<file path="config.mk">
export PLATFORM = sky130hd
export DESIGN_NAME = modbus_rtu_request_framer_unit
export DESIGN_NICKNAME = d
export VERILOG_FILES = /design/src/hw/rtl/mrf_pkg.sv /design/src/hw/rtl/mrf_cfg_regs.sv /design/src/hw/rtl/mrf_frame_seq.sv /design/src/hw/rtl/modbus_rtu_request_framer_unit.sv
export SDC_FILE = /design/constraint.sdc
export NUM_CORES = 1
export LEC_CHECK = 0
export ABC_CLOCK_PERIOD_IN_PS = 13100
export BUFFER_PORTS_ARGS = -buffer_cell sky130_fd_sc_hd__buf_4
export CORE_ASPECT_RATIO = 2
export CORE_UTILIZATION = 45
export DETAILED_ROUTE_END_ITERATION = 8
export PLACE_DENSITY_LB_ADDON = 0.2
export SLEW_MARGIN = 25
export SYNTH_ARGS = -nofsm -noshare
export SYNTH_HDL_FRONTEND = slang
export SYNTH_SLANG_ARGS = --single-unit
</file>
<file path="constraint.sdc">
create_clock -name clk -period 13.1 [get_ports clk]
set_clock_uncertainty 0.1 [all_clocks]
set_input_delay 0.655 -clock clk [delete_from_list [all_inputs] [get_ports clk]]
set_output_delay 0.655 -clock clk [all_outputs]
set_load 0.01 [all_outputs]
</file>
<file path="src/hw/rtl/mrf_pkg.sv">
// Shared types, register indexes and the CRC-16/Modbus byte update for the
// Modbus RTU request framer. No dependencies.
package mrf_pkg;

  localparam int unsigned PADDR_W = 5;
  localparam int unsigned PDATA_W = 32;

  localparam logic [15:0] CRC_PRESET = 16'hFFFF;
  localparam logic [15:0] CRC_POLY   = 16'hA001;

  // Register indexes (byte address = 4 * index)
  localparam logic [2:0] REG_SLAVE_ADDR  = 3'd0;
  localparam logic [2:0] REG_READ_FC     = 3'd1;
  localparam logic [2:0] REG_WRITE_FC    = 3'd2;
  localparam logic [2:0] REG_READ_BASE   = 3'd3;
  localparam logic [2:0] REG_WRITE_BASE  = 3'd4;

  // Command codes
  localparam logic CMD_READ  = 1'b0;
  localparam logic CMD_WRITE = 1'b1;

  typedef struct packed {
    logic [7:0]  slave_address;
    logic [7:0]  read_function_code;
    logic [7:0]  write_function_code;
    logic [15:0] read_base_address;
    logic [15:0] write_base_address;
  } cfg_t;

  typedef struct packed {
    logic       command;
    logic [7:0] reg_offset;
    logic [7:0] byte_count;
    logic [7:0] data_byte;
  } item_t;

  // One byte through the reflected CRC-16/Modbus register
  function automatic logic [15:0] mrf_crc_update(input logic [15:0] crc_in,
                                                 input logic [7:0]  b);
    logic [15:0] c;
    c = crc_in ^ {8'h00, b};
    for (int k = 0; k < 8; k++) begin
      if (c[0]) begin
        c = (c >> 1) ^ CRC_POLY;
      end else begin
        c = c >> 1;
      end
    end
    return c;
  endfunction

endpackage

</file>
<file path="src/hw/rtl/mrf_cfg_regs.sv">
// APB-style configuration register file for the request framer.
// Depends on mrf_pkg.
module mrf_cfg_regs
  import mrf_pkg::*;
(
  input  logic               clk,
  input  logic               rst,
  input  logic               psel,
  input  logic               penable,
  input  logic               pwrite,
  input  logic [PADDR_W-1:0] paddr,
  input  logic [PDATA_W-1:0] pwdata,
  output logic [PDATA_W-1:0] prdata,
  output logic               pready,
  output cfg_t               cfg
);

  logic [2:0] reg_idx;
  logic       wr_en;

  assign reg_idx = paddr[PADDR_W-1:2];
  assign wr_en   = psel && penable && pwrite;
  assign pready  = 1'b1;

  // Register writes; indexes past the list are dropped
  always_ff @(posedge clk) begin
    if (rst) begin
      cfg.slave_address       <= 8'd9;
      cfg.read_function_code  <= 8'd4;
      cfg.write_function_code <= 8'd16;
      cfg.read_base_address   <= 16'd2000;
      cfg.write_base_address  <= 16'd1000;
    end else if (wr_en) begin
      case (reg_idx)
        REG_SLAVE_ADDR: cfg.slave_address       <= pwdata[7:0];
        REG_READ_FC:    cfg.read_function_code  <= pwdata[7:0];
        REG_WRITE_FC:   cfg.write_function_code <= pwdata[7:0];
        REG_READ_BASE:  cfg.read_base_address   <= pwdata[15:0];
        REG_WRITE_BASE: cfg.write_base_address  <= pwdata[15:0];
        default: ;
      endcase
    end
  end

  // Read-back mux
  always_comb begin
    case (reg_idx)
      REG_SLAVE_ADDR: prdata = {24'd0, cfg.slave_address};
      REG_READ_FC:    prdata = {24'd0, cfg.read_function_code};
      REG_WRITE_FC:   prdata = {24'd0, cfg.write_function_code};
      REG_READ_BASE:  prdata = {16'd0, cfg.read_base_address};
      REG_WRITE_BASE: prdata = {16'd0, cfg.write_base_address};
      default:        prdata = '0;
    endcase
  end

endmodule

</file>
<file path="src/hw/rtl/mrf_frame_seq.sv">
// Item register, frame byte sequencer with running CRC, and output byte register.
// Depends on mrf_pkg.
module mrf_frame_seq
  import mrf_pkg::*;
(
  input  logic       clk,
  input  logic       rst,
  input  cfg_t       cfg,
  input  logic       in_valid,
  output logic       in_ready,
  input  item_t      item_in,
  output logic       out_valid,
  input  logic       out_ready,
  output logic [7:0] tx_byte,
  output logic       frame_end
);

  typedef enum logic [1:0] {BK_DATA, BK_CRC_LO, BK_CRC_HI} byte_kind_t;

  localparam logic [7:0] PAD_BYTE = 8'h00;

  item_t       item;
  logic        item_valid;
  logic [3:0]  step;
  logic [15:0] crc;
  logic [7:0]  remaining;
  logic        wip;

  byte_kind_t  kind;
  logic [7:0]  hdr_byte;
  logic [7:0]  out_byte;
  logic        last;
  logic        take;
  logic        fire;
  logic [15:0] crc_next;
  logic [15:0] base;

  assign take     = !out_valid || out_ready;
  assign fire     = item_valid && take;
  assign in_ready = !item_valid || (take && last);
  assign base     = (item.command == CMD_WRITE) ? cfg.write_base_address
                                                : cfg.read_base_address;

  // Pick the byte at the current frame position
  always_comb begin
    kind     = BK_DATA;
    hdr_byte = PAD_BYTE;
    last     = 1'b0;
    if (wip) begin
      case (step)
        4'd0: begin
          hdr_byte = item.data_byte;
          last     = (remaining != 8'd1);
        end
        4'd1: kind = BK_CRC_LO;
        default: begin
          kind = BK_CRC_HI;
          last = 1'b1;
        end
      endcase
    end else begin
      case (step)
        4'd0: hdr_byte = cfg.slave_address;
        4'd1: hdr_byte = (item.command == CMD_WRITE) ? cfg.write_function_code
                                                     : cfg.read_function_code;
        4'd2: hdr_byte = base[15:8];
        4'd3: hdr_byte = base[7:0] + item.reg_offset;
        4'd4: hdr_byte = PAD_BYTE;
        4'd5: hdr_byte = {1'b0, item.byte_count[7:1]};
        4'd6: begin
          if (item.command == CMD_WRITE) begin
            hdr_byte = item.byte_count;
            last     = (item.byte_count != 8'd0);
          end else begin
            kind = BK_CRC_LO;
          end
        end
        4'd7: begin
          if (item.command == CMD_WRITE) begin
            kind = BK_CRC_LO;
          end else begin
            kind = BK_CRC_HI;
            last = 1'b1;
          end
        end
        default: begin
          kind = BK_CRC_HI;
          last = 1'b1;
        end
      endcase
    end
  end

  // CRC bytes go out as they stand; data bytes fold into the CRC
  always_comb begin
    case (kind)
      BK_CRC_LO: begin
        out_byte = crc[7:0];
        crc_next = crc;
      end
      BK_CRC_HI: begin
        out_byte = crc[15:8];
        crc_next = CRC_PRESET;
      end
      default: begin
        out_byte = hdr_byte;
        crc_next = mrf_crc_update(crc, hdr_byte);
      end
    endcase
  end

  // Item register
  always_ff @(posedge clk) begin
    if (rst) begin
      item_valid <= 1'b0;
    end else if (in_valid && in_ready) begin
      item_valid <= 1'b1;
    end else if (fire && last) begin
      item_valid <= 1'b0;
    end
    if (in_valid && in_ready) begin
      item <= item_in;
    end
  end

  // Sequencer state and frame state
  always_ff @(posedge clk) begin
    if (rst) begin
      step      <= '0;
      crc       <= CRC_PRESET;
      remaining <= '0;
      wip       <= 1'b0;
    end else if (fire) begin
      step <= last ? 4'd0 : step + 4'd1;
      crc  <= crc_next;
      if (wip && step == 4'd0) begin
        remaining <= remaining - 8'd1;
      end
      if (wip && kind == BK_CRC_HI) begin
        wip <= 1'b0;
      end
      if (!wip && last && kind == BK_DATA) begin
        wip       <= 1'b1;
        remaining <= item.byte_count;
      end
    end
  end

  // Output byte register
  always_ff @(posedge clk) begin
    if (rst) begin
      out_valid <= 1'b0;
    end else if (fire) begin
      out_valid <= 1'b1;
    end else if (out_ready) begin
      out_valid <= 1'b0;
    end
    if (fire) begin
      tx_byte   <= out_byte;
      frame_end <= (kind == BK_CRC_HI);
    end
  end

endmodule

</file>
<file path="src/hw/rtl/modbus_rtu_request_framer_unit.sv">
// Top level of the Modbus RTU request framer: config registers and frame sequencer.
// Depends on mrf_pkg, mrf_cfg_regs and mrf_frame_seq.

// Each input beat expands into its frame bytes, delivered one byte per clock
// through a single output byte register, with CRC-16/Modbus appended low byte
// first. A read item yields 8 bytes, a write header 7, a zero-count write 9, a
// payload byte 1 and the last payload byte 3 (byte plus CRC). The output register
// sets the pace: one byte per cycle while out_ready is high. The next input beat
// is accepted in the cycle the current item's last byte is loaded, so items run
// back to back with no idle cycle between frames. Configuration must be written
// over the APB port only while no frame is in progress; this is not enforced.
module modbus_rtu_request_framer_unit
  import mrf_pkg::*;
(
  input  logic               clk,
  input  logic               rst,
  input  logic               psel,
  input  logic               penable,
  input  logic               pwrite,
  input  logic [PADDR_W-1:0] paddr,
  input  logic [PDATA_W-1:0] pwdata,
  output logic [PDATA_W-1:0] prdata,
  output logic               pready,
  input  logic               in_valid,
  output logic               in_ready,
  input  logic               command,
  input  logic [7:0]         reg_offset,
  input  logic [7:0]         byte_count,
  input  logic [7:0]         data_byte,
  output logic               out_valid,
  input  logic               out_ready,
  output logic [7:0]         tx_byte,
  output logic               frame_end
);

  cfg_t  cfg;
  item_t item_in;

  assign item_in = '{command:    command,
                     reg_offset: reg_offset,
                     byte_count: byte_count,
                     data_byte:  data_byte};

  mrf_cfg_regs u_cfg (
    .clk     (clk),
    .rst     (rst),
    .psel    (psel),
    .penable (penable),
    .pwrite  (pwrite),
    .paddr   (paddr),
    .pwdata  (pwdata),
    .prdata  (prdata),
    .pready  (pready),
    .cfg     (cfg)
  );

  mrf_frame_seq u_seq (
    .clk       (clk),
    .rst       (rst),
    .cfg       (cfg),
    .in_valid  (in_valid),
    .in_ready  (in_ready),
    .item_in   (item_in),
    .out_valid (out_valid),
    .out_ready (out_ready),
    .tx_byte   (tx_byte),
    .frame_end (frame_end)
  );

endmodule

</file>
== After elaboration in Yosys (flattened, before gate mapping) ==
Index checks and enable logic that the tools add are counted.

* Flip-flop bits (word level): 121
* Input bits: 69
* Output and inout port bits: 44
* Logic and storage cells: 120

* $add $sub $neg: 3
* Equality and inequality tests: 14
* Mux-type cells: 43
* Bitwise operators: 10
* Reduce and logical (&&, ||, !) cells: 33

{| class="wikitable"
|+ Operators by type and width
! operator !! number
|-
| 2-to-1 mux 16 bit || 16
|-
| case mux 16 bit (5 select lines) || 1
|-
| 2-to-1 mux 8 bit || 6
|-
| case mux 8 bit (6 select lines) || 1
|-
| case mux 16 bit (2 select lines) || 1
|-
| inverter 2 -> 3 bit || 8
|-
| == test 4 x 3 -> 1 bit (second input constant) || 4
|-
| case mux 8 bit (2 select lines) || 1
|-
| AND reduction 2 bit || 8
|-
| bitwise XOR 16 x 8 -> 16 bit || 1
|-
| logical AND 1 bit || 10
|-
| 2-to-1 mux 1 bit || 10
|-
| adder 8 bit || 1
|-
| == test 4 x 2 -> 1 bit (second input constant) || 2
|-
| inequality test 8 x 1 -> 1 bit (second input constant) || 1
|-
| nonzero test 2 bit || 4
|-
| nonzero test 8 bit || 1
|-
| subtractor 8 x 1 -> 8 bit (second input constant) || 1
|-
| == test 3 x 2 -> 1 bit (second input constant) || 2
|-
| case mux 2 bit (3 select lines) || 1
|-
| OR reduction 6 bit || 1
|-
| adder 4 x 1 -> 4 bit (second input constant) || 1
|-
| == test 4 x 1 -> 1 bit (second input constant) || 1
|-
| zero test 4 bit || 1
|-
| other kinds (15) || 19
|}

== Depth between registers and ports, before layout ==
Gate-level depths: netlist of run 1.

* Depth after elaboration: 29
* Gate-level depth with buffers: 16
* Mapped depth without buffers: 13

== By module ==
A second synthesis of run 1 with hierarchy kept.

* Cell total of the unflattened synthesis: 767
* Area, all modules: 7277.0 µm²

{| class="wikitable"
|+ By module, submodules not included
! module !! instances !! cells an instance !! area each (µm²)
|-
| mrf_frame_seq || 1 || 469 || 4399.2
|-
| mrf_cfg_regs || 1 || 298 || 2877.8
|}

== Worst setup path before layout of run 1 ==
No wires, ideal clock.

* Kind: reg2reg
* From: register u_seq.item[24] in the netlist's numbering
* To: register u_seq.crc[0]
* Setup time: 131 ps
* Arrival: 3965 ps
* Required time: 12869 ps
* Setup slack: 8904 ps
* Cell stages (with the launch flop): 17
* Buffers on the path: 3
* Period minus slack after synthesis: 4196 ps
* Cell sequence: edfxtp_1 > buf_6 > buf_2 > buf_2 > mux2_2 > ha_1 > fa_1 > xnor2_1 > o22ai_1 > a2111oi_2 > a2bb2oi_2 > xor2_1 > xor2_1 > xor3_1 > xnor3_2 > nor2_1 > a211oi_2

* Longest elaborated chain between the ends: 22
* Elaborated cells between the ends (all ways): 38
* Those cells by class: 1 x add/sub; 2 x eq/ne; 25 x mux; 9 x bitwise; 1 x reduce/logical

{| class="wikitable"
|+ Ends and longest elaborated chain
! item !! line !! text
|-
| from (decl) || mrf_frame_seq.sv:22 || <nowiki>item_t item;</nowiki>
|-
| from (signal assigned) || mrf_frame_seq.sv:122 || <nowiki>item <= item_in;</nowiki>
|-
| 2-to-1 mux 16 bit || mrf_frame_seq.sv:41 || <nowiki>assign base = (item.command == CMD_WRITE) ? cfg.write_base_address</nowiki>
|-
| adder 8 bit || mrf_frame_seq.sv:67 || <nowiki>4'd3: hdr_byte = base[7:0] + item.reg_offset;</nowiki>
|-
| case mux 8 bit (6 select lines) || mrf_frame_seq.sv:62 || <nowiki>case (step)</nowiki>
|-
| 2-to-1 mux 8 bit || mrf_frame_seq.sv:49 || <nowiki>if (wip) begin</nowiki>
|-
| bitwise XOR 16 x 8 -> 16 bit || mrf_pkg.sv:41 || <nowiki>c = crc_in ^ {8'h00, b};</nowiki>
|-
| 2-to-1 mux 16 bit or inverter 2 -> 3 bit (tied branches) || - ||
|-
| 2-to-1 mux 16 bit, on equally long branches || mrf_frame_seq.sv:96, mrf_pkg.sv:43 ||
|-
| 2-to-1 mux 16 bit (tied with other cells) || mrf_pkg.sv:43 || <nowiki>if (c[0]) begin</nowiki>
|-
| [... 6 more ...] || - ||
|-
| 2-to-1 mux 16 bit, on equally long branches || mrf_frame_seq.sv:96, mrf_pkg.sv:43 ||
|-
| 2-to-1 mux 16 bit (tied with other cells) || mrf_pkg.sv:43 ||
|-
| 2-to-1 mux 16 bit, on equally long branches || mrf_frame_seq.sv:96, mrf_pkg.sv:43 ||
|-
| inverter 2 -> 3 bit (no source line) or 2-to-1 mux 16 bit (tied branches) || - ||
|-
| 2-to-1 mux 16 bit || mrf_pkg.sv:43 ||
|-
| 2-to-1 mux 16 bit || mrf_frame_seq.sv:96 || <nowiki>case (kind)</nowiki>
|-
| 2-to-1 mux 16 bit || mrf_pkg.sv:43 ||
|-
| case mux 16 bit (2 select lines) || mrf_frame_seq.sv:96 ||
|-
| to (signal assigned) || mrf_frame_seq.sv:135 || <nowiki>crc <= crc_next;</nowiki>
|-
| to (decl) || mrf_frame_seq.sv:25 || <nowiki>logic [15:0] crc;</nowiki>
|}

Several ways; a longest one is shown, not always the timed one. The select of a mux whose other input is x is not followed.
A chain may end at the register's enable or synchronous reset.

== Worst setup path after layout of run 1 ==
* From: register u_seq.item[24] in the netlist's numbering
* To: register u_seq.crc[15]

Same word-level chain as after synthesis.

==> metrics.csv, run 1 <==
metric;value;unit
Post-Syn Area;0.00692;mm^2
Layout fillers;1368;
Synth top area share;0.252;
static leakage;3.33;nW
Worst-path clk slew;0.06;ns
DRT iter0 DRCs;389;
Worst setup SP type;flop;
kind of critical path;flop to flop;
unique cell type count in the Yosys netlist;84;
status;finished, final reports clean;
DRT Pass-1 Iters;7;
Vias/cell;5.86;
WP data required;13.30;ns
total track usage;0.247;
Max VDD drop;0.000101;V
CP Data Arrival Time;4.75;ns
synth warn;0;
Fin. Hold Viols;0;
Mapped Cells;769;
n_diodes;0;
DRC Markers;0;
r2r worst-path depth;14;
worst hold slack across all endpoints;0.315;ns
H-tree depth;4;
CP delay by family, top;XOR/XNOR gates;
grt ovf;0;
share of layout cells above drive strength 1;0.185;
Place WS;8.61;ns
Post-CTS Resized;0;
f_max;0.219;GHz
area growth from synthesis to layout;16.7;%
drt total wl;19700;um
clock power share;0.402;
worst reg2reg startpoint;u_seq.item[24];
Synth async-reset ratio;0;
minimum clock period;4.56;ns
Initial Util;0.465;
worst hold path class;primary input to flop;
DP Wirelength;14500;um
slowest stage cell, crit path;a2111oi_2;
Synth area leaders;dfxtp_1, edfxtp_1, mux2i_1;
setup ws final;8.54;ns
Slew headroom;0.342;
ys flop type;dfxtp_1;
FF/Latch Area;0.00276;mm^2
Crit path depth;14;
# Post-CTS Setup Buffers;0;
Max Cap Viol;0;
TritonCTS clock tree;done;
Num Clock Sinks;121;
core area;0.0149;mm^2
flops & latches, synth;121;
CTS Buffer Depth;2;
Multi-input gate area;0.00378;mm^2
Worst Setup SP;u_seq.item[24];
Combinational Power Share;0.215;
Slew Limit Fails;0;
Worst Path Max Fanout;28;
largest net degree at the start of global routing;90;
hold buffers post-CTS;0;
Final ANT Viol Nets;0;
CTS buffer count;17;
Worst setup endpoint;u_seq.crc[15];
Die ar.;0.0159;mm^2
commonest non-fill, non-tap cell in the layout;nand2_1;
CTS root buf;clkbuf_16;
final worst path period share;0.348;
area leader, netlist;dfxtp_1;
Worst Hold Launch;byte_count[6];
Port Buffer Count;77;
CP Buf/Inv Count;1;
Sw Share;0.287;
total net switching power;0.325;mW
RSZ-0062 raised after global routing;no;
Final nets;905;
Ports;113;
setup TNS;0;ns
R2R Setup Slk;8.54;ns
vias in the first global route;5972;
register share of total power;0.383;
routed len/inst;19.2;um
first-pass GRT wire length;30600;um
RD Place Congestion;0.869;
initial antenna violation count;0;
die height;177;um
register area share after synthesis;0.399;
cell-internal power;0.806;mW
most frequent cells in the layout;nand2_1, dfxtp_1, buf_4;
chip width;89.7;um
Post-synth EDFFs;34;
Final setup viols;0;
worst-margin pin slew;0.985;ns
CP Capture Type;flop;
RR Endpoint;u_seq.crc[15];
Pwr Density;140;mW/mm^2
FP Rows;63;
Cell Chain, Critical Path;buf_4 > mux2_2 > ha_1 > fa_1 > xnor2_1 > o22ai_1 > a2111oi_2 > a2bb2oi_2 > xor2_1 > xor2_1 > xor3_1 > xnor3_2 > o22ai_1 > nand2b_1;
crit-path max cell delay;0.47;ns
Worst-Skew Late Latency;0.41;ns
syn_area_per_cell;9.00;um^2
Vias;6021;
==> through the flow <==
step                      total power, mW  std cells  utilization  cell area, um^2
after global placement              0.673        995        0.503             7490
after CTS                            1.13       1027        0.542             8080
after detailed placement            0.680        995        0.503             7500
after floorplan                     0.611        784            -             6980
after global routing                 1.17       1027        0.542             8080
final                                1.13       1027        0.542             8080
==> cells by family after synthesis <==
family / Yosys count / share of synthesized area
AO/OA/AOI/OAI: 193 / 0.197
XOR/XNOR: 18 / 0.0293
adder cells (fa/ha/maj): 17 / 0.0318
buffers and inverters: 89 / 0.0636
flip-flops: 121 / 0.399
multiplexers: 57 / 0.0851
other: 2 / 0.00108
AND/OR/NAND/NOR: 272 / 0.193
==> flip-flops by register name, summed over array words and instances (netlist names), 4 cells and up <==
signal and flops:
u_seq.tx_byte 8, u_seq.step 4, u_seq.remaining 8, u_seq.crc 16, u_cfg.cfg 56, u_seq.item 25
==> per-layer routing <==
layer | vias to the layer above | routed length, um | GRT usage
li1 | 2854 | - | -
met3 | 76 | 782 | 0.0407
met1 | 2865 | 6910 | 0.231
met5 | - | 0 | 0
met2 | 226 | 10900 | 0.474
met4 | 0 | 1120 | 0.185
==> worst register-to-register path, stage by stage (launching register included) <==
cell and delay (ns):
edfxtp_1 0.32, buf_4 0.37, mux2_2 0.45, ha_1 0.24
fa_1 0.45, xnor2_1 0.17, o22ai_1 0.11, a2111oi_2 0.47
a2bb2oi_2 0.20, xor2_1 0.26, xor2_1 0.34, xor3_1 0.41
xnor3_2 0.31, o22ai_1 0.16, nand2b_1 0.07
==> cell usage after synthesis, types with 3 or more instances <==
cell,n
a211oi_1,3
and3_1,4
a221oi_1,13
buf_4,21
o21bai_1,7
and4b_1,3
o21ai_1,3
nor2_1,79
nand4_1,3
nand3_1,13
a21oi_1,65
nor3_1,15
mux2_2,10
a21o_1,5
xnor2_1,8
o21ai_0,16
nor2b_1,5
mux2i_1,45
or2_2,4
inv_1,20
nor3b_1,4
a211o_1,6
nand2_1,89
a22oi_1,4
dfxtp_1,87
a31oi_1,9
edfxtp_1,34
buf_2,10
or4_1,6
a22o_1,8
ha_1,16
xor2_1,6
nand3b_1,15
o22ai_1,22
clkbuf_1,34
nand2b_1,15
==> cell type report <==
class / count / share of cell area
sequential: 121 / 0.342
clock inverter: 9 / 0.0107
clock buffer: 23 / 0.0616
multi-input combinational: 574 / 0.468
inverter: 21 / 0.00976
tap: 195 / 0.0302
timing repair buffer: 84 / 0.0780
==> worst min path at each step <==
stage | endpoint | depth (start not counted)
2_1_floorplan | u_cfg.cfg[27] | 2
3_3_place_gp | u_cfg.cfg[27] | 2
3_5_place_dp | u_cfg.cfg[2] | 2
4_1_cts | u_seq.item[14] | 1
5_1_grt | u_seq.item[14] | 1
6_report | u_seq.item[14] | 1
==> power groups by stage <==
stage               combinational (mW)  clock [mW]  sequential, mW
floorplan                        0.176           0           0.435
global placement                 0.234           0           0.439
detailed placement               0.240           0           0.440
CTS                              0.242       0.459           0.433
global route                     0.260       0.476           0.435
finish                           0.244       0.455           0.433
Power figures use the tool's default switching activity.
==> inputs of run 2 (changes only) <==
--- a/config.mk
+++ b/config.mk
@@ -5,7 +5,8 @@
 export SDC_FILE = /design/constraint.sdc
 export NUM_CORES = 1
 export LEC_CHECK = 0
-export ABC_CLOCK_PERIOD_IN_PS = 13100
+export ABC_AREA = 1
+export ABC_CLOCK_PERIOD_IN_PS = 4600
 export BUFFER_PORTS_ARGS = -buffer_cell sky130_fd_sc_hd__buf_4
 export CORE_ASPECT_RATIO = 2
 export CORE_UTILIZATION = 45
==> constraint.sdc (replaced) <==
create_clock -name clk -period 4.6 [get_ports clk]
set_clock_uncertainty 0.1 [all_clocks]
set_input_delay 0.23 -clock clk [delete_from_list [all_inputs] [get_ports clk]]
set_output_delay 0.23 -clock clk [all_outputs]
set_load 0.01 [all_outputs]
==> metrics.csv, run 2 <==
metric;value;unit
status;finished, final reports clean;
Port Buffer Count;77;
Synth async-reset ratio;0;
Post-Synth Simple-Gate Area;0.286;
grt ovf;0;
CTS buffer count;17;
Die ar.;0.0156;mm^2
share of layout cells above drive strength 1;0.161;
RD Place Congestion;0.909;
Num Clock Sinks;121;
Compound-Gate Fraction of Synth Area;0.167;
CP Data Arrival Time;4.08;ns
routed len/inst;16.6;um
cell-internal power;2.17;mW
Layout fillers;1409;
Worst-path clk slew;0.05;ns
Worst setup SP type;flop;
Mapped Cells;922;
H-tree depth;4;
setup TNS;0;ns
non-filler cells, final;1242;
final worst path period share;0.841;
Cell Chain, Critical Path;o21ai_0 > ha_1 > fa_1 > or2_2 > nand3_1 > nand3_1 > o21ai_1 > nand3_1 > nand2_2 > nand3_1 > nand3_2 > nand2_1 > nand2_1 > nand3_2 > nand2_2 > nand2_1 > nand3_1 > nand3_1 > nand2_1 > nand2_1;
most used cell along the critical path;nand3_1;
Worst Path Max Fanout;18;
TritonCTS clock tree;done;
Post-synth EDFFs;34;
RSZ-0062 raised after global routing;no;
DP Cell Count;1169;
slowest stage cell, crit path;edfxtp_1;
Vias;6591;
Max Cap Viol;0;
worst hold path class;primary input to flop;
syn_area_per_cell;7.35;um^2
register with the most flip-flops;u_cfg.cfg;
total net switching power;0.973;mW
register area share after synthesis;0.408;
main combinational cell family by area after synthesis;simple AND/OR/NAND/NOR gates;
FP Rows;63;
ys flop type;dfxtp_1;
Synth top area share;0.257;
DRC Markers;0;
vias in the first global route;6326;
CTS root buf;clkbuf_16;
clock power share;0.383;
DRT Pass-1 Iters;5;
synth warn;0;
worst hold slack across all endpoints;0.00643;ns
Initial Util;0.460;
initial antenna violation count;0;
n_diodes;0;
area leader, netlist;dfxtp_1;
CTS Buffer Depth;2;
drt total wl;20700;um
DP Wirelength;15200;um
# Post-CTS Setup Buffers;0;
core area;0.0147;mm^2
Pwr Density;374;mW/mm^2
WP data required;4.82;ns
f_max;0.259;GHz
Combinational Power Share;0.227;
Vias/cell;5.31;
FF/Latch Area;0.00276;mm^2
most frequent cells in the layout;nand2_1, buf_4, dfxtp_1;
Final nets;1120;
post-synthesis adder-cell area fraction;0.0325;
Largest regs;u_cfg.cfg x56, u_seq.item x25, u_seq.crc x16;
hold path depth;3;
Synth area leaders;dfxtp_1, edfxtp_1, nand2_1;
die height;176;um
xor and xnor area share after synthesis;0.0114;
minimum clock period;3.87;ns
unique cell type count in the Yosys netlist;51;
DRT iter0 DRCs;324;
chip width;88.8;um
Worst-Skew Late Latency;0.42;ns
largest net degree at the start of global routing;64;
Ports;113;
count leader, synth;nand2_1;
Max VDD drop;0.000250;V
area growth from synthesis to layout;23.8;%
Slew Limit Fails;0;
commonest non-fill, non-tap cell in the layout;nand2_1;
Post-CTS Resized;0;
register share of total power;0.390;
static leakage;3.80;nW
Multi-input gate area;0.00344;mm^2
Sw Share;0.310;
flops & latches, synth;121;
Largest register FFs;56;
first-pass GRT wire length;32400;um
r2r worst-path depth;20;
Post-Syn Area;0.00678;mm^2
CP Capture Type;flop;
top cells by count, synth;nand2_1, dfxtp_1, o21ai_0, inv_1, nor2_1;
Final setup viols;0;
Fin. Hold Viols;0;
crit-path max cell delay;0.81;ns
worst-margin pin slew;0.727;ns
multiplexer share of the synthesized area;0;
total track usage;0.280;
kind of critical path;flop to flop;
Slew headroom;0.515;
Final ANT Viol Nets;0;
-- run 2: cell types whose count changed after synthesis, moves of 15 or more --
cell / previous run / this run
inv_1: 20 / 82
mux2i_1: 45 / 0
nand2_1: 89 / 225
nand2_2: 0 / 21
nand2b_1: 15 / 0
nand3_1: 13 / 66
o21ai_0: 16 / 84
-- run 2: routing by layer --
metal  track usage  share of wire
met1         0.284           0.36
met3        0.0390          0.039
met4         0.177          0.058
met2         0.513           0.55
met5             0              0
-- run 2: what timing repair did --
item	CTS	global route
endpoints found under the setup margin	0	0
endpoints found under the hold margin	56	0
hold buffers	41	0
-- run 2: cell families (layout without fill, tap and decap cells) --
logic type	after synthesis	after routing
xor gates and xnor gates	8	8
buffers and inverters	142	252
and+or+nand+nor	435	435
other	2	17
adders and majority gates	17	17
AOI/OAI and AO/OA	197	197
DFF	121	121
-- run 2: per-stage QoR --
step	setup WS [ns]	utilization	total power, mW	area [um^2]
6_report	0.733	0.569	3.14	8390
5_1_grt	0.432	0.569	3.28	8390
4_1_cts	0.817	0.569	3.15	8390
3_5_place_dp	0.829	0.506	1.92	7460
3_3_place_gp	0.886	0.505	1.91	7450
2_1_floorplan	1.01	-	1.73	6830
-- run 2: path summary, 6_finish.rpt --
path,start,endpoint,slack [ns]
max,u_seq.item[24],u_seq.crc[0],0.73
min,pwdata[14],u_cfg.cfg[14],0.006
max reg2reg,u_seq.item[24],u_seq.crc[0],0.73
min reg2reg,u_cfg.cfg[17],u_cfg.cfg[17],0.38
-- run 2: worst max-delay path, delay by kind of cell (launching register included) --
family	cells	cell delay, ns
AND/OR/NAND/NOR	16	1.56
flip-flops	1	0.81
adder cells (fa/ha/maj)	2	0.76
AO/OA/AOI/OAI	2	0.52
-- run 2: cell type report --
type | count | share of cell area
repair buffers | 129 | 0.128
inverters | 91 | 0.0413
multi-input cells | 674 | 0.410
clock inverters | 12 | 0.0100
flip-flops and latches | 121 | 0.329
clock buffers | 20 | 0.0521
well taps | 195 | 0.0291
-- run 2: power by group through the flow --
stage / Sequential, mW / Combinational [mW] / Clock [mW]
after floorplan: 1.23 / 0.496 / 0
after global placement: 1.24 / 0.668 / 0
after detailed placement: 1.24 / 0.680 / 0
after CTS: 1.22 / 0.711 / 1.21
after global routing: 1.23 / 0.796 / 1.25
final: 1.22 / 0.713 / 1.20
